==> src/sv/deq_pkg.sv <==
// Shared types and codes for the double-ended queue.
// Holds operation codes, result kinds and the result descriptor struct.
// No dependencies.
`default_nettype none

package deq_pkg;

  // Operation codes carried by an input transaction
  localparam logic [2:0] FUNC_CLEAR      = 3'd0;
  localparam logic [2:0] FUNC_PUSH_FRONT = 3'd1;
  localparam logic [2:0] FUNC_PUSH_BACK  = 3'd2;
  localparam logic [2:0] FUNC_POP_FRONT  = 3'd3;
  localparam logic [2:0] FUNC_POP_BACK   = 3'd4;
  localparam logic [2:0] FUNC_RELEASE    = 3'd5;

  // Result kinds
  typedef enum logic [1:0] {
    KIND_VALUE     = 2'd0,
    KIND_COUNT     = 2'd1,
    KIND_UNDERFLOW = 2'd2,
    KIND_OVERFLOW  = 2'd3
  } kind_t;

  // Result descriptor handed from the pointer logic to the output stage
  typedef struct packed {
    logic        valid;     // the operation gives a result
    logic        from_ram;  // take the value from the store read port
    kind_t       kind;
    logic [31:0] value;     // count or zero when not from the store
  } deq_meta_t;

endpackage

`default_nettype wire

==> src/sv/deq_out.sv <==
// Result stage and output register of the double-ended queue.
// Pairs the descriptor with store read data and drives the result channel.
// Depends on deq_pkg.
`default_nettype none

module deq_out (
  input  wire logic                clk,
  input  wire logic                rst,
  input  wire logic                load,
  input  wire deq_pkg::deq_meta_t  meta,
  input  wire logic [31:0]         rd_data,
  output logic                     hold,
  output logic                     result_valid,
  input  wire logic                result_stall,
  output logic signed [31:0]       result_value,
  output logic [1:0]               result_kind
);
  import deq_pkg::*;

  logic      s1_valid;
  deq_meta_t s1_meta;
  logic      out_free;

  assign out_free = !result_valid || !result_stall;
  // Hold the input side while the result stage cannot drain
  assign hold = s1_valid && !out_free;

  // Result stage, aligned with the registered store read
  always_ff @(posedge clk) begin
    if (rst) begin
      s1_valid <= 1'b0;
    end else if (load) begin
      s1_valid <= meta.valid;
    end else if (out_free) begin
      s1_valid <= 1'b0;
    end
  end

  always_ff @(posedge clk) begin
    if (load) begin
      s1_meta <= meta;
    end
  end

  // Output register
  always_ff @(posedge clk) begin
    if (rst) begin
      result_valid <= 1'b0;
    end else if (out_free) begin
      result_valid <= s1_valid;
    end
  end

  always_ff @(posedge clk) begin
    if (out_free && s1_valid) begin
      result_value <= s1_meta.from_ram ? rd_data : s1_meta.value;
      result_kind  <= s1_meta.kind;
    end
  end

endmodule

`default_nettype wire

==> config.mk <==
export PLATFORM = sky130hd
export DESIGN_NAME = deq_out
export DESIGN_NICKNAME = d
export VERILOG_FILES = /design/src/sv/deq_pkg.sv /design/src/sv/deq_out.sv
export SDC_FILE = /design/constraint.sdc
export NUM_CORES = 1
export LEC_CHECK = 0
export BUFFER_PORTS_ARGS = -buffer_cell sky130_fd_sc_hd__buf_2
export CAP_MARGIN = 20
export CORE_MARGIN = 10
export CORE_UTILIZATION = 45
export DETAILED_ROUTE_END_ITERATION = 7
export PLACE_DENSITY = 0.75
export SLEW_MARGIN = 0
export SYNTH_ARGS = -nofsm -noshare
export SYNTH_HDL_FRONTEND = slang
export SYNTH_SLANG_ARGS = --single-unit
==> constraint.sdc <==
create_clock -name clk -period 7.1 [get_ports clk]
set_input_delay 0.71 -clock clk [delete_from_list [all_inputs] [get_ports clk]]
set_output_delay 0.71 -clock clk [all_outputs]
set_load 0.01 [all_outputs]
Yosys cells after proc, flatten, opt, wreduce, memory -nomap -nowiden

Cells that the tools add are included.

Bits in registers: 71
Output and inout port bits: 36

Muxes and demuxes: 3
Reductions and logical operators: 7

Operator list:

| cell                | count |
|---|---|
| $mux W32            | 1 |
| $logic_not A1 Y1    | 3 |
| $logic_and A1 B1 Y1 | 2 |
| $mux W1             | 2 |
| $reduce_bool A2 Y1  | 1 |
| $logic_or A1 B1 Y1  | 1 |

Longest topological paths before layout

Depth after elaboration: 4
Mapped depth: 3

Worst setup path before layout

No wires, ideal clock.

Kind: input -> register
Start: input port result_stall
End: register result_kind[0], enable pin
Setup time: 0.477 ns
Arrival: 3.230 ns
Required time: 6.623 ns
Slack: 3.393 ns
Cell stages on the path: 1
Path buffers: 0
Cell sequence: a21boi_0

Longest elaborated chain between the ends: 3

Ends and longest elaborated chain:

| element              | RTL line      | source |
|---|---|---|
| start, declared      | deq_out.sv:14 | `input wire logic result_stall,` |
| $logic_not A1 Y1     | deq_out.sv:24 | `assign out_free = !result_valid \|\| !result_stall;` |
| $logic_or A1 B1 Y1   | deq_out.sv:24 |  |
| $logic_and A1 B1 Y1  | deq_out.sv:55 | `if (out_free && s1_valid) begin` |
| end signal, assigned | deq_out.sv:57 | `result_kind <= s1_meta.kind;` |
| end, declared        | deq_out.sv:16 | `output logic [1:0] result_kind` |

Every way passes these cells.
A chain may end at the register's enable or synchronous reset.

Final worst setup path

Start: register s1_meta[34] in the netlist's numbering
End: register result_value[8], data pin

Longest elaborated chain between the ends: 1

Ends and longest elaborated chain:

| element                | RTL line      | source |
|---|---|---|
| start, declared        | deq_out.sv:21 | `deq_meta_t s1_meta;` |
| start signal, assigned | deq_out.sv:41 | `s1_meta <= meta;` |
| $mux W32               | deq_out.sv:56 | `result_value <= s1_meta.from_ram ? rd_data : s1_meta.value;` |
| end signal, assigned   | deq_out.sv:56 |  |
| end, declared          | deq_out.sv:15 | `output logic signed [31:0] result_value,` |

Every way passes these cells.

==> summary.md <==
| Metric | Value |
|---|---|
| Run status | `finished, final reports clean` |
| Top FF cell, synth | `edfxtp_1` |
| WL met2 | `2719 µm` |
| Fin. Hold Viols | `0` |
| CP bufs+invs | `1` |
| Max Cap Violations | `0` |
| VDD IR max | `155.5 µV` |
| Yosys reg bits | `71` |
| Fillers | `458` |
| Final worst-path cycle share | `26.41%` |
| Skew-Pair Late Insertion Delay | `330 ps` |
| CORE AREA | `0.005886 mm²` |
| Max transition margin | `45.47%` |
| Die Wd | `97.41 µm` |
| Synth Area in Simple Gates | `0.8353%` |
| Cells along the critical path | `buf_4, mux2_4` |
| Initial DRC Count | `43` |
| Yosys warns | `0` |
| Layout cells sized above 1 | `66.81%` |
| Initial core utilization | `45.81%` |
| Via density | `4.561` |
| Top sig layer | `met4` |
| Post-synth top area cell | `edfxtp_1` |
| CTS tree | `built` |
| Total track usage | `11.28%` |
| Antenna viol nets, final | `0` |
| Hpwl dp | `4032 µm` |
| Largest net degree at the start of global routing | `38` |
| # DRC | `0` |
| Most frequent cell after synthesis | `edfxtp_1` |
| Setup-failing EPs final | `0` |
| RSZ-0062 raised after global routing | `false` |
| Post-CTS Setup Bufs | `0` |
| Routed wl met3 | `425 µm` |
| Sum Neg Setup Slack | `0 ps` |
| ANT cells | `0` |
| # H-tree levels | `3` |
| Clk buf depth | `2` |
| Post-Route M1 WL | `2143 µm` |
| Cell Area, Synth | `0.002696 mm²` |
| Worst hold path type | `reg -> reg` |
| Switch share | `19.57%` |
| Compound-Gate Fraction of Synth Area | `0.6497%` |
| Worst-path clk slew | `70 ps` |
| Number of synthesized flops with an enable pin | `69` |
| Post-layout util | `59.55%` |
| Netlist cell types | `12` |
| Die height | `97.41 µm` |
| Hold-fix buffers at CTS | `0` |
| Achievable frequency | `533.2 MHz` |
| Grt ovf | `0` |
| Synth top area cells | `edfxtp_1, mux2_4, buf_12` |
| Mapped Nets | `186` |
| Final wirelength | `5371 µm` |
| Share of Yosys cell area claimed by the top area cell type | `76.84%` |
| CP max-delay cell | `edfxtp_1` |
| Drt pass-1 iters | `4` |
| Setup crit start kind | `register` |
| Global-route wire length before repair | `8314 µm` |
| Num ports | `108` |
| Syn avg cell area | `23.65 µm²` |
| CP Class | `reg -> reg` |
| PortBufs | `107` |
| Clk pwr share | `36.9%` |
| Adder-Cell Fraction of Synth Area | `0%` |
| Slew Limit Fails | `0` |
| CP max stage delay | `800 ps` |
| Clk root buf | `clkbuf_8` |
| Final min period | `1875 ps` |
| Post-Synth XOR/XNOR Area | `0%` |
| Vias in the first global route | `1535` |
| Die area | `0.009488 mm²` |
| Area growth syn-to-layout | `29.98%` |
| Internal power | `732.8 µW` |
| Multi-input logic area | `524.3 µm²` |
| Hold Slack | `425.8 ps` |
| Pwr dens | `260.0 mW/mm²` |
| Post-synth top cells | `edfxtp_1, mux2_4, buf_12` |
| Crit path required time | `7180 ps` |
| Seq pwr share | `54.7%` |
| Crit Path Max Fanout | `20` |
| Initial antenna violation count | `0` |
| Sequential share of the synthesized area | `78.33%` |
| CP endpoint kind | `register` |
| Arrival time at the worst endpoint | `1960 ps` |
| CTS Buf Count | `9` |
| Leak | `0.001491 µW` |
| Routability-driven placement congestion ratio | `0.7257` |
| Vias | `1414` |
| Combinational power share | `8.4%` |
| Largest family of logic cells by synthesized area | `multiplexers` |
| Top Family by Delay on Critical Path | `flip-flops` |
| Mux share of post-synthesis cell area | `17.54%` |
| Cells after Synth | `114` |
| Nets | `302` |
| Clock skew | `9.715 ps` |
| Post-cts sizing count | `0` |
| FF-to-FF setup slack | `5220 ps` |
| P_sw | `178.3 µW` |
| Fraction of registers with async set or reset after synthesis | `0%` |
| DR WL/cell | `17.33 µm` |
| Register Area | `0.002112 mm²` |
| Clock sink count | `71` |
| Site row count | `28` |
| Worst-Margin Slew | `818.0 ps` |
-- power groups by stage --
stage | sequential, µW | clock [µW] | combinational, µW
6_report | 498 | 336 | 76.8
3_3_place_gp | 507 | 0 | 74.9
5_1_grt | 500 | 362 | 83.4
4_1_cts | 499 | 345 | 77.2
2_1_floorplan | 508 | 0 | 46.0
3_5_place_dp | 508 | 0 | 77.1
-- state kept, by name, indices dropped and copies added, names as in the netlist --
register and flops:
result_valid 1, s1_meta 35, result_kind 2, s1_valid 1, result_value 32
-- layout make-up --
type                    instances  area share, %
clock buffers                   9          3.534
clock inverters                 7          2.499
multi-input cells              39          14.96
flip-flops and latches         71          60.26
well taps                      75          2.678
repair buffers                109          16.07
-- logic make-up (layout without fill, tap and decap cells) --
logic type	after synthesis	after routing
flops	71	71
mux	32	32
simple gates	4	4
buf+inv	4	125
compound gates	3	3
-- final timing paths --
kind               startpoint         endpoint  cells past startpoint
setup reg to reg  s1_meta[34]  result_value[8]                      2
hold / removal    s1_meta[32]   result_kind[0]                      0
hold reg to reg   s1_meta[32]   result_kind[0]                      0
setup / recovery  s1_meta[34]  result_value[8]                      2
-- cell usage in the layout (no fill, tap or decap), drive strengths merged --
cell and count:
nor2 1, mux2 32, bufinv 2, a21boi 1, nand4b 1, and3 1
a21oi 2, clkbuf 9, nand2 1, clkinv 5, edfxtp 69, dfxtp 2
buf 109
-- through the flow --
stage / cells / worst slack [ps] / total power (µW) / cell area, µm²
after floorplan: 114 / 3393 / 554.0 / 2696
after global placement: 293 / 5010 / 581.9 / 3273
after detailed placement: 293 / 4978 / 585.2 / 3273
after CTS: 309 / 5214 / 920.7 / 3485
after global routing: 310 / 5156 / 945.7 / 3505
final: 310 / 5225 / 911.1 / 3505
-- layer usage --
layer / global-route usage [%] / vias up
met1: 11.89 / 660
met5: 0 / -
li1: - / 684
met4: 6.152 / 0
met2: 18.60 / 63
met3: 4.836 / 7
Power figures use the tool's default switching activity.
