`config.mk`:
```
export PLATFORM = sky130hd
export DESIGN_NAME = deq_ctrl
export DESIGN_NICKNAME = d
export VERILOG_FILES = /design/src/sv/deq_pkg.sv /design/src/sv/deq_ctrl.sv
export SDC_FILE = /design/constraint.sdc
export NUM_CORES = 1
export LEC_CHECK = 0
export ABC_AREA = 1
export BUFFER_PORTS_ARGS = -buffer_cell sky130_fd_sc_hd__buf_2
export CAP_MARGIN = 20
export CORE_ASPECT_RATIO = 0.9
export CORE_UTILIZATION = 60
export DETAILED_ROUTE_END_ITERATION = 8
export PLACE_DENSITY_LB_ADDON = 0.12
export SETUP_SLACK_MARGIN = 0.02
export SYNTH_ARGS = -nofsm -noshare
export SYNTH_HDL_FRONTEND = slang
export SYNTH_SLANG_ARGS = --single-unit
```
`constraint.sdc`:
```
create_clock -name clk -period 5.7 [get_ports clk]
set_clock_uncertainty 0.05 [all_clocks]
set_input_delay 1.14 -clock clk [delete_from_list [all_inputs] [get_ports clk]]
set_output_delay 1.14 -clock clk [all_outputs]
set_load 0.005 [all_outputs]
```
`src/sv/deq_pkg.sv`:
```
// Shared types and codes for the double-ended queue.
// Holds operation codes, result kinds and the result descriptor struct.
// No dependencies.
`default_nettype none

package deq_pkg;

  // Operation codes carried by an input transaction
  localparam logic [2:0] FUNC_CLEAR      = 3'd0;
  localparam logic [2:0] FUNC_PUSH_FRONT = 3'd1;
  localparam logic [2:0] FUNC_PUSH_BACK  = 3'd2;
  localparam logic [2:0] FUNC_POP_FRONT  = 3'd3;
  localparam logic [2:0] FUNC_POP_BACK   = 3'd4;
  localparam logic [2:0] FUNC_RELEASE    = 3'd5;

  // Result kinds
  typedef enum logic [1:0] {
    KIND_VALUE     = 2'd0,
    KIND_COUNT     = 2'd1,
    KIND_UNDERFLOW = 2'd2,
    KIND_OVERFLOW  = 2'd3
  } kind_t;

  // Result descriptor handed from the pointer logic to the output stage
  typedef struct packed {
    logic        valid;     // the operation gives a result
    logic        from_ram;  // take the value from the store read port
    kind_t       kind;
    logic [31:0] value;     // count or zero when not from the store
  } deq_meta_t;

endpackage

`default_nettype wire

```
`src/sv/deq_ctrl.sv`:
```
// Pointer and count control for the double-ended queue.
// Decodes each transaction, updates front pointer and count, drives the store.
// Depends on deq_pkg.
`default_nettype none

module deq_ctrl #(
  parameter int CAPACITY = 1024
) (
  input  wire logic                        clk,
  input  wire logic                        rst,
  input  wire logic                        accept,
  input  wire logic [2:0]                  func,
  output logic                             wr_en,
  output logic                             rd_en,
  output logic [$clog2(CAPACITY)-1:0]      addr,
  output deq_pkg::deq_meta_t               meta
);
  import deq_pkg::*;

  localparam int AW = $clog2(CAPACITY);
  localparam int CW = $clog2(CAPACITY + 1);
  localparam int SW = CW + 1;
  localparam logic [CW-1:0] CAP_C  = CW'(CAPACITY);
  localparam logic [SW-1:0] CAP_S  = SW'(CAPACITY);
  localparam logic [AW-1:0] LAST_A = AW'(CAPACITY - 1);

  logic [AW-1:0] front, front_next;
  logic [CW-1:0] count, count_next;
  logic [SW-1:0] sum_back, sum_last, wrap_back, wrap_last;
  logic [AW-1:0] front_dec, front_inc;
  logic          full, empty;

  assign full  = (count >= CAP_C);
  assign empty = (count == '0);

  // Slot after the back, and the back slot itself, wrapped once
  assign sum_back  = SW'(front) + SW'(count);
  assign sum_last  = sum_back - SW'(1);
  assign wrap_back = (sum_back >= CAP_S) ? sum_back - CAP_S : sum_back;
  assign wrap_last = (sum_last >= CAP_S) ? sum_last - CAP_S : sum_last;
  assign front_dec = (front == '0) ? LAST_A : front - AW'(1);
  assign front_inc = (front == LAST_A) ? '0 : front + AW'(1);

  // Decode the operation
  always_comb begin
    front_next = front;
    count_next = count;
    wr_en      = 1'b0;
    rd_en      = 1'b0;
    addr       = front;
    meta       = '{valid: 1'b0, from_ram: 1'b0, kind: KIND_VALUE, value: 32'd0};
    case (func)
      FUNC_CLEAR: begin
        front_next = '0;
        count_next = '0;
      end
      FUNC_PUSH_FRONT: begin
        if (full) begin
          meta.valid = 1'b1;
          meta.kind  = KIND_OVERFLOW;
        end else begin
          front_next = front_dec;
          count_next = count + CW'(1);
          addr       = front_dec;
          wr_en      = accept;
        end
      end
      FUNC_PUSH_BACK: begin
        if (full) begin
          meta.valid = 1'b1;
          meta.kind  = KIND_OVERFLOW;
        end else begin
          count_next = count + CW'(1);
          addr       = AW'(wrap_back);
          wr_en      = accept;
        end
      end
      FUNC_POP_FRONT: begin
        meta.valid = 1'b1;
        if (empty) begin
          meta.kind = KIND_UNDERFLOW;
        end else begin
          meta.from_ram = 1'b1;
          front_next    = front_inc;
          count_next    = count - CW'(1);
          rd_en         = accept;
        end
      end
      FUNC_POP_BACK: begin
        meta.valid = 1'b1;
        if (empty) begin
          meta.kind = KIND_UNDERFLOW;
        end else begin
          meta.from_ram = 1'b1;
          count_next    = count - CW'(1);
          addr          = AW'(wrap_last);
          rd_en         = accept;
        end
      end
      FUNC_RELEASE: begin
        meta.valid = 1'b1;
        meta.kind  = KIND_COUNT;
        meta.value = 32'(count);
        front_next = '0;
        count_next = '0;
      end
      default: begin
      end
    endcase
  end

  // Advance the pointers on each accepted transaction
  always_ff @(posedge clk) begin
    if (rst) begin
      front <= '0;
      count <= '0;
    end else if (accept) begin
      front <= front_next;
      count <= count_next;
    end
  end

endmodule

`default_nettype wire

```
Yosys cells after proc, flatten, opt, wreduce, memory -nomap -nowiden:

Cells that the tools add are included.

* bits in registers: 21
* input port bits: 6
* output and inout port bits: 48
* word-level logic and storage cells: 58

* add/sub/neg operators: 8
* $lt $le $gt $ge: 3
* equal/unequal tests: 9
* mux-type cells: 25
* reductions and logical operators: 11

Operators by type and width (count)
* 10-bit two-way mux: 8
* 10-bit one-hot mux with 3 select lines: 2
* 11-bit two-way mux: 3
* 11-bit one-hot mux with 3 select lines: 1
* 10-bit by 1-bit subtractor with 10-bit output, second input constant: 3
* 12-bit by 11-bit greater-or-equal comparator with 1-bit output, second input constant: 2
* 10-bit by 11-bit adder with 12-bit output: 1
* 12-bit by 1-bit subtractor with 12-bit output, second input constant: 1
* 11-bit by 1-bit adder with 11-bit output, second input constant: 1
* 11-bit greater-or-equal comparator, second input constant: 1
* 11-bit logical NOT: 1
* 11-bit by 1-bit subtractor with 11-bit output, second input constant: 1
* 10-bit by 1-bit adder with 10-bit output, second input constant: 1
* 10-bit equality test, second input constant: 1
* 10-bit logical NOT: 1
* 1-bit two-way mux: 7
* 3-bit by 2-bit equality test with 1-bit output, second input constant: 2
* 3-bit equality test, second input constant: 2
* 2-bit inequality test, second input constant: 3
* 2-bit one-hot mux with 3 select lines: 1
* 3-bit nonzero test: 2
* 2-bit OR reduction: 3
* 2-bit two-way mux: 2
* 4-bit AND reduction: 1
* other kinds (5): 5

Depth between registers and ports, before layout:

Gate-level depths: netlist (run 1).

* depth after elaboration: 6
* gate-level depth with buffers: 15
* mapped depth without buffers: 15

Worst setup path before layout (run 1):

OpenSTA, ideal clock, no wires.

* kind: reg2out
* from: register count[0]
* to: output port addr[9]
* arrival: 2001 ps
* data required time: 4510 ps
* slack: 2509 ps
* cell stages (with the launch flop): 14
* path buffers: 0
* cells stage by stage: dfxtp_1 ha_1 fa_1 inv_1 nand2_1 nor2_2 nand3_1 nor2_2 nand3_2 nor2_1 nand2_1 nand3_1 nand2_1 a21oi_1

* longest elaborated chain between the ends: 6

Ends and longest elaborated chain
* from (decl): RTL line deq_ctrl.sv:28 `logic [CW-1:0] count, count_next;`
* from (signal assigned): RTL line deq_ctrl.sv:119 `count <= count_next;`
* 10-bit by 11-bit adder with 12-bit output: RTL line deq_ctrl.sv:37 `assign sum_back = SW'(front) + SW'(count);`
* 12-bit by 1-bit subtractor with 12-bit output: RTL line deq_ctrl.sv:38 `assign sum_last = sum_back - SW'(1);`
* 10-bit by 1-bit subtractor with 10-bit output or 12-bit by 11-bit greater-or-equal comparator with 1-bit output (tied branches): RTL line deq_ctrl.sv:40 `assign wrap_last = (sum_last >= CAP_S) ? sum_last - CAP_S : sum_last;`
* 10-bit two-way mux: RTL line deq_ctrl.sv:40
* 10-bit two-way mux: RTL line deq_ctrl.sv:91 `if (empty) begin`
* 10-bit one-hot mux with 3 select lines (*): RTL line deq_ctrl.sv:52 `case (func)`
* to (decl): RTL line deq_ctrl.sv:15 `output logic [$clog2(CAPACITY)-1:0] addr,`

Mark *: on every way between the ends. The rest lies on a longest branch, timed or not.

Worst setup path after layout (run 1):

* from: register front[0]
* to: output port addr[9]

* longest elaborated chain between the ends: 6

Ends and longest elaborated chain
* from (decl): RTL line deq_ctrl.sv:27 `logic [AW-1:0] front, front_next;`
* from (signal assigned): RTL line deq_ctrl.sv:118 `front <= front_next;`
* 10-bit by 11-bit adder with 12-bit output: RTL line deq_ctrl.sv:37
* 12-bit by 1-bit subtractor with 12-bit output: RTL line deq_ctrl.sv:38
* 10-bit by 1-bit subtractor with 10-bit output or 12-bit by 11-bit greater-or-equal comparator with 1-bit output (tied branches): RTL line deq_ctrl.sv:40
* 10-bit two-way mux: RTL line deq_ctrl.sv:40
* 10-bit two-way mux: RTL line deq_ctrl.sv:91
* 10-bit one-hot mux with 3 select lines (*): RTL line deq_ctrl.sv:52

Marked as above.

==> impl_metrics.tcl, run 1 <==
set metrics [dict create \
    crit_family "simple AND/OR/NAND/NOR gates" \
    grt_pass1_wl_um 15900 \
    final_cell_mix "nand2_1, inv_1, nor2_1, nand3_1, a21oi_1" \
    placement.cell_area_um2 3410 \
    area_growth_pct 3.49 \
    dieArea_um2 5870 \
    clk_pin_slew_ns 0.09 \
    routed_wl_um 9730 \
    slowest_stage "dfxtp_1" \
    worstSetupPathType "flop to output pin" \
    drt_drc_violations_left 0 \
    ys_seq_elements 21 \
    io_pins 54 \
    synthAdderAreaFrac_pct 9.07 \
    drive_above_1_share_pct 15.8 \
    io_buffers 32 \
    final_common_cell "nand2_1" \
    setup_viol 0 \
    slew_headroom_pct 56.0 \
    tightestPinTransition_ns 0.660 \
    synth_top_area_cell "nand2_1" \
    p_per_area_nw_per_um2 188 \
    total_leakage_power_nw 1.78 \
    synth_top_family_by_area "simple AND/OR/NAND/NOR gates" \
    antenna_found_initial 0 \
    required_ns 4.51 \
    viasPerCell 5.86 \
    yosysUniqueCellTypes 47 \
    insertion_delay_ns 0.28 \
    path_depth 14 \
    detail_route.iter0.violations 374 \
    path_cells "ha_1 > fa_1 > inv_1 > nand2_1 > nor2_2 > nand3_1 > nor2_2 > nand3_2 > nor2_1 > nand2_1 > nand3_1 > nand2_1 > a21oi_1 > buf_2" \
    setup_tns_ns 0 \
    ys.flop_type "dfxtp_1" \
    hp-class "flop to flop" \
    vias 3804 \
    fmax_ghz 0.247 \
    grt_pass1_vias 3323 \
    clock_sinks 21 \
    ys_warn_count 0 \
    post_cts.repair.setup_buffers 0 \
    hold_viol 0 \
    period_minus_slack_ns 4.06 \
    total_power_w 0.000651 \
    die_w_um 80.6 \
    min_period_over_period_pct 71.2 \
    cts_tree "done" \
    synth-compound-area-share_pct 18.4 \
    ir_worst_vdd_mv 0.149 \
    outcome "finished clean" \
    numCtsBuffers 3 \
    async_flop_share_pct 0 \
    dp.final_hpwl_um 7590 \
    clock_path_buffers 2 \
    routedWlPerCell_um 15.0 \
    grt_overflow_total 0 \
    syn_inst 562 \
    ant_nets 0 \
    synth_edf_count 0 \
    r2r_setup_slack_ns 3.08 \
    rsz0062_at_grt "false" \
    cpMostUsedCell "nand2_1" \
    dr.pass1.iters 5 \
    syn_area_um2 3340 \
    gp_congestion 0.967 \
    path_max_fanout 10 \
    ctsResizeCount 0 \
    diodes 0 \
    synth_top_area_share_pct 15.6 \
    cp.buffers_inverters 2 \
    core-area_um2 5320 \
    slew_viol_final 0 \
    seq_area_frac_synth_pct 12.6 \
    fin_util_pct 65.0 \
    avgSynthCellArea_um2 5.94 \
    initial_utilization_pct 62.8 \
    muxShareOfSynthArea_pct 0 \
    finish.instance_area_um2 3450 \
    endpoint_kind "output pin" \
    grt_usage_pct 35.2 \
    rows 25 \
    cts_max_level 1 \
    nets 612 \
    synth-xor-area-share_pct 2.10 \
    hold_buffers 0 \
    rr_worst_depth 10 \
    crit_arrival_ns 2.87 \
    die_y_um 72.8 \
    yosys.area_share.simple_pct 41.4 \
    grt_max_degree 24 \
    startpoint_type "flop" \
    synth_top_cells_by_area "nand2_1, dfxtp_1, ha_1" \
    whs_path_depth 2 \
    max-cap-violations 0 \
    root_buffer "clkbuf_8" \
    cp_slowest_stage_delay_ns 0.56 \
]
[synth_stat cells (5+ instances only)]
library cell    n
a21oi_2         5
o21ai_0        24
dfxtp_1        21
ha_1           21
o211ai_1        5
nor3_1          8
nand2_1       139
clkbuf_1        5
xor2_1          6
nor2_1         47
nand4_1        15
nand3_2         8
nand2_2         6
a21oi_1        43
o21ai_1         8
inv_1          61
nor2_2          5
inv_2          13
or2_2           6
nand3_1        44
buf_4          22
nand3b_1        5
[tightest hold or removal path, stage by stage (launching register included)]
cell,delay [ns]
dfxtp_1,0.36
nand2_1,0.08
a21oi_1,0.06
[stage by stage]
step,std cells,setup slack [ns],hold slack (ns)
floorplan,582,2.51,0.427
global placement,645,2.03,0.465
detailed placement,645,1.97,0.465
CTS,649,1.66,0.477
global route,649,1.37,0.509
finish,649,1.64,0.481
[layout make-up]
class                      instances  area, um^2
multi-input combinational        449        2450
fill                             499        1860
sequential                        21         420
inverter                          75         284
timing repair buffer              33         168
tap                               67        83.8
clock buffer                       3        41.3
clock inverter                     1        7.51
[flip-flops by register name, indices dropped and copies added (netlist names)]
register  cells
count        11
front        10
[path summary, 6_finish.rpt]
kind         endpoint  startpoint
max reg2reg  count[3]    count[1]
min reg2reg  count[8]    count[8]
max           addr[9]    front[0]
min          count[8]    count[8]
[where the power goes]
part	leakage (nW)	total [W]	internal, W	switching (W)
logic	1.59	0.000355	0.000118	0.000237
clock network	0.0217	0.000108	0.0000496	0.0000581
registers	0.172	0.000188	0.000157	0.0000305
[logic make-up after synthesis]
group,count (synthesis)
AOI/OAI and AO/OA,104
xor gates and xnor gates,8
adders and majority gates,23
buffers and inverters,112
DFF,21
other,1
and+or+nand+nor,293
[per-layer routing]
metal	share of wire, %	routed length [um]	vias up	GRT usage, %
met5	0	0	-	0
met4	2.6	256	0	12.3
met3	10	1020	32	6.00
met2	43	4150	228	53.7
met1	44	4300	1683	49.7
li1	-	-	1861	-
No activity file was read; power rests on OpenSTA's default activity.
==> run 2: changes to the inputs <==
--- a/config.mk
+++ b/config.mk
@@ -9,7 +9,7 @@
 export BUFFER_PORTS_ARGS = -buffer_cell sky130_fd_sc_hd__buf_2
 export CAP_MARGIN = 20
 export CORE_ASPECT_RATIO = 0.9
-export CORE_UTILIZATION = 60
+export CORE_UTILIZATION = 53
 export DETAILED_ROUTE_END_ITERATION = 8
 export PLACE_DENSITY_LB_ADDON = 0.12
 export SETUP_SLACK_MARGIN = 0.02
==> constraint.sdc (replaced) <==
create_clock -name clk -period 3.6 [get_ports clk]
set_clock_uncertainty 0.05 [all_clocks]
set_input_delay 0.72 -clock clk [delete_from_list [all_inputs] [get_ports clk]]
set_output_delay 0.72 -clock clk [all_outputs]
set_load 0.005 [all_outputs]
==> run 2 against run 1 <==
Effect of this change: non-clock buffer count up 6; clock power up 60%; register-to-register slack worse by 2.1 ns; utilization down 7.3 points; flip-flop and latch count unchanged; wire length down 5.1%; critical path type unchanged; sequential power up 51%; via count down 2.8%; critical path depth unchanged; final cell count up 4.0%.
==> impl_metrics.tcl, run 2 (synthesis results as in run 1) <==
set metrics [dict create \
    outcome "finished clean" \
    die_w_um 85.7 \
    r2r_setup_slack_ns 0.95 \
    crit_arrival_ns 2.60 \
    seq_area_um2 420 \
    ir_worst_vdd_mv 0.230 \
    numCtsBuffers 3 \
    slew_viol_final 0 \
    routed_wl_um 9230 \
    r2r_end "count[10]" \
    r2r_start "count[1]" \
    m1WireLength_um 4540 \
    detail_route.iter0.violations 299 \
    io_buffers 32 \
    insertion_delay_ns 0.27 \
    root_buffer "clkbuf_8" \
    grt_overflow_total 0 \
    clock_sinks 21 \
    cpMostUsedCell "nand2_1" \
    grt_max_degree 24 \
    startpoint_type "flop" \
    final_common_cell "nand2_1" \
    drive_above_1_share_pct 16.8 \
    fillCellCount 623 \
    clock_path_buffers 2 \
    top_regs "count: 11 flops, front: 10 flops" \
    post_cts.repair.setup_buffers 0 \
    hold_buffers 0 \
    dieArea_um2 6620 \
    area_growth_pct 5.66 \
    cts_tree "done" \
    routedWlPerCell_um 13.7 \
    hold_viol 0 \
    path_max_fanout 5 \
    clk_pin_slew_ns 0.09 \
    rr_worst_depth 11 \
    setup_viol 0 \
    total_leakage_power_nw 1.81 \
    path_cells "ha_2 > fa_1 > inv_1 > ha_1 > inv_1 > nor2_1 > nand3b_1 > nor2_2 > nand2_1 > nand2_1 > nand3_1 > nand2_1 > nand4_1 > buf_2" \
    viasPerCell 5.48 \
    endpoint_kind "output pin" \
    max-cap-violations 0 \
    final_cell_mix "nand2_1, inv_1, nor2_1, nand3_1, a21oi_1" \
    setup_ws_ns 0.229 \
    slew_headroom_pct 65.8 \
    regMostFlops "count" \
    met3WireLength_um 508 \
    largest_register_ffs 11 \
    holdPathEnd "count[2]" \
    multiInputGateArea_um2 2450 \
    setup_tns_ns 0 \
    cp.buffers_inverters 3 \
    cp_slowest_stage_delay_ns 0.44 \
    hp-class "flop to flop" \
    min_period_over_period_pct 93.6 \
    maxUsedRoutingLayer "met4" \
    nets 618 \
    vias 3696 \
    grt_pass1_vias 3207 \
    diodes 0 \
    period_minus_slack_ns 3.37 \
    rsz0062_at_grt "false" \
    drt_drc_violations_left 0 \
    total_power_w 0.00103 \
    core-area_um2 6110 \
    dp_slack_ns 0.536 \
    worstSetupPathType "flop to output pin" \
    slowest_stage "dfxtp_1" \
    p_per_area_nw_per_um2 291 \
    dr.pass1.iters 5 \
    tightestPinTransition_ns 0.514 \
    gp_congestion 0.962 \
    crit_family "adder cells" \
    whs_path_depth 2 \
    required_ns 2.83 \
    fmax_ghz 0.297 \
    cts_max_level 1 \
    io_pins 54 \
    antenna_found_initial 0 \
    initial_utilization_pct 54.6 \
    grt_usage_pct 28.8 \
    die_y_um 77.3 \
    ant_nets 0 \
    dp.final_hpwl_um 7510 \
    grt_pass1_wl_um 15400 \
    dr_wl_met2_um 4030 \
    rows 27 \
    hp-start "count[2]" \
]
==> run 2: cell types whose count changed in the layout (fill, tap and decap cells not counted) <==
cell	before	now
ha_1	21	20
buf_4	1	7
ha_2	0	1
==> run 2: worst max path at each step <==
| stage | endpoint | slack [ns] | from | depth (start not counted) |
|---|---|---|---|---|
| floorplan | addr[9] | 0.83 | count[0] | 13 |
| global placement | addr[9] | 0.59 | count[0] | 14 |
| detailed placement | addr[8] | 0.54 | count[0] | 14 |
| CTS | addr[8] | 0.23 | count[0] | 14 |
| global route | addr[9] | 0.03 | count[0] | 14 |
| finish | addr[8] | 0.23 | count[0] | 14 |
==> run 2: cell type report <==
| type | instances | area share, % |
|---|---|---|
| tap | 87 | 3.09 |
| timing repair buffer | 39 | 6.03 |
| multi-input combinational | 449 | 69.5 |
| inverter | 75 | 8.05 |
| sequential | 21 | 11.9 |
| clock buffer | 3 | 1.17 |
| clock inverter | 1 | 0.213 |
==> run 2: where the power goes <==
group | internal, W | switching (W)
Clock | 0.0000785 | 0.0000947
Combinational | 0.000194 | 0.000375
Sequential | 0.000249 | 0.0000348
Total | 0.000522 | 0.000505
==> run 2: layer usage <==
layer / vias up / global-route usage (%)
met5: - / 0
li1: 1880 / -
met4: 0 / 6.17
met3: 16 / 3.55
met2: 137 / 46.1
met1: 1663 / 41.1
==> run 2: per-stage QoR <==
| step | instances | utilization (%) | hold slack [ns] | instance area [um^2] |
|---|---|---|---|---|
| after floorplan | 582 | - | 0.427 | 3410 |
| after global placement | 671 | 56.8 | 0.466 | 3480 |
| after global routing | 675 | 57.7 | 0.514 | 3530 |
| after detailed placement | 671 | 56.8 | 0.472 | 3480 |
| after CTS | 675 | 57.6 | 0.484 | 3520 |
| final | 675 | 57.7 | 0.486 | 3530 |
==> run 2: tightest hold or removal path, delay by kind of cell, from the launching register on <==
kind | cells | cell delay, ns
simple gates | 1 | 0.08
flops | 1 | 0.36
compound gates | 1 | 0.06
==> run 2: repair_timing <==
action	CTS	global route
endpoints found under the hold margin	0	0
setup endpoints to repair	0	2
gates resized for setup	0	1
==> run 3: changes to the inputs <==
==> constraint.sdc (replaced) <==
create_clock -name clk -period 3.6 [get_ports clk]
set_clock_uncertainty 0.05 [all_clocks]
set_input_delay 0.36 -clock clk [delete_from_list [all_inputs] [get_ports clk]]
set_output_delay 0.36 -clock clk [all_outputs]
set_load 0.005 [all_outputs]
==> run 3 against run 2 <==
Effect of this change: first-iteration DRC count fell by 2.7%; largest cell class unchanged; die area did not move; clock power barely moved; via count rose by 0.38%; maximum frequency rose by 4.5%; register-to-register slack got worse by 0.04 ns; utilization fell by 0.57 points; combinational power fell by 1%; final cell count fell by 0.59%; critical path depth did not move; worst setup slack improved by 0.14 ns.
==> impl_metrics.tcl, run 3 (synthesis results as in run 1) <==
set metrics [dict create \
    clk_pin_slew_ns 0.10 \
    regMostFlops "count" \
    hold_viol 0 \
    top_regs "count: 11 flops, front: 10 flops" \
    slew_headroom_pct 52.0 \
    final_cell_mix "nand2_1, inv_1, nor2_1, nand3_1, a21oi_1" \
    whs_path_depth 2 \
    min_period_over_period_pct 89.6 \
    setup_viol 0 \
    area_growth_pct 4.61 \
    period_minus_slack_ns 3.23 \
    max-cap-violations 0 \
    hp-start "rst" \
    startpoint_type "flop" \
    hold_buffers 0 \
    root_buffer "clkbuf_8" \
    hp-class "input pin to flop" \
    grt_pass1_vias 3256 \
    rows 27 \
    core-area_um2 6110 \
    die_y_um 77.3 \
    finalNonFillerCells 671 \
    largest_register_ffs 11 \
    routed_wl_um 9350 \
    io_pins 54 \
    dp.final_hpwl_um 7400 \
    holdPathEnd "front[6]" \
    rr_worst_depth 10 \
    required_ns 3.19 \
    clock_sinks 21 \
    path_cells "ha_1 > fa_1 > inv_1 > ha_1 > inv_1 > nor2_1 > nand3b_1 > nor2_2 > nand2_1 > nand2_1 > nand3_1 > nand2_1 > nand4_1 > buf_2" \
    detail_route.iter0.violations 291 \
    die_w_um 85.7 \
    vias 3710 \
    outcome "finished clean" \
    grt_usage_pct 29.2 \
    drt_drc_violations_left 0 \
    grt_pass1_wl_um 15500 \
    r2r_start "count[1]" \
    antenna_found_initial 0 \
    p_per_area_nw_per_um2 293 \
    nets 614 \
    ir_worst_vdd_mv 0.188 \
    final_common_cell "nand2_1" \
    fmax_ghz 0.310 \
    slowest_stage "dfxtp_1" \
    endpoint_kind "output pin" \
    post_cts.repair.setup_buffers 0 \
    io_buffers 32 \
    r2r_end "count[3]" \
    dieArea_um2 6620 \
    grt_overflow_total 0 \
    path_max_fanout 10 \
    viasPerCell 5.53 \
    r2r_setup_slack_ns 0.91 \
    worstSetupPathType "flop to output pin" \
    ant_nets 0 \
    numCtsBuffers 3 \
    cts_max_level 1 \
    tightestPinTransition_ns 0.720 \
    rsz0062_at_grt "false" \
    grt_max_degree 24 \
    cp_slowest_stage_delay_ns 0.55 \
    setup_tns_ns 0 \
    dr.pass1.iters 5 \
    slew_viol_final 0 \
    routedWlPerCell_um 13.9 \
    clock_path_buffers 2 \
    gp_congestion 0.940 \
    cts_tree "done" \
    diodes 0 \
    dpl.cell_count 667 \
    total_leakage_power_nw 1.79 \
    insertion_delay_ns 0.27 \
    initial_utilization_pct 54.6 \
    ctsResizeCount 0 \
    drive_above_1_share_pct 16.1 \
    crit_arrival_ns 2.82 \
    cpMostUsedCell "nand2_1" \
]
[run 3: changes by cell type in the layout (fill, tap and decap cells not counted)]
| cell | before | now |
|---|---|---|
| clkinvlp_4 | 1 | 0 |
| buf_4 | 7 | 3 |
| ha_1 | 20 | 21 |
| ha_2 | 1 | 0 |
| clkinv_2 | 0 | 1 |
[run 3: power by group]
group | internal (W) | switching [W]
combinational | 0.000190 | 0.000373
sequential | 0.000249 | 0.0000383
clock | 0.0000776 | 0.0000950
[run 3: per-stage QoR]
step                      total power, W  setup WS, ns  hold WS [ns]  instance area, um^2  util [%]
after floorplan                 0.000725          1.19         0.379                 3410         -
after global placement          0.000833         0.839         0.470                 3450      56.4
after detailed placement        0.000843         0.693         0.472                 3450      56.4
after CTS                        0.00101         0.386         0.375                 3490      57.1
after global routing             0.00111        0.0876         0.387                 3490      57.1
final                            0.00102         0.373         0.382                 3490      57.1
[run 3: worst max-delay path, delay by kind of cell (launching register included)]
family | cells | cell delay (ns)
flip-flops | 1 | 0.55
AND/OR/NAND/NOR | 8 | 0.81
buffers and inverters | 3 | 0.28
adder cells (fa/ha/maj) | 3 | 0.89
[run 3: worst max path at each step]
| stage | start | endpoint | slack [ns] | cells past startpoint |
|---|---|---|---|---|
| after global placement | front[0] | addr[9] | 0.84 | 14 |
| after CTS | front[0] | addr[8] | 0.39 | 14 |
| after floorplan | count[0] | addr[9] | 1.19 | 13 |
| after global routing | front[0] | addr[8] | 0.09 | 14 |
| final | front[0] | addr[8] | 0.37 | 14 |
| after detailed placement | front[0] | addr[8] | 0.69 | 14 |
[run 3: area by class of cell]
| cell class | instances | area, um^2 |
|---|---|---|
| fillers | 637 | 2620 |
| multi-input cells | 449 | 2450 |
| flip-flops and latches | 21 | 420 |
| inverters | 75 | 284 |
| repair buffers | 35 | 183 |
| well taps | 87 | 109 |
| clock buffers | 3 | 41.3 |
| clock inverters | 1 | 5.00 |
[run 3: layer usage]
layer / up-vias / wire [um] / global-route usage, %
met5: - / 0 / 0
met2: 162 / 4130 / 46.7
met3: 15 / 603 / 3.77
met4: 0 / 146 / 7.17
met1: 1670 / 4470 / 41.1
li1: 1863 / - / -
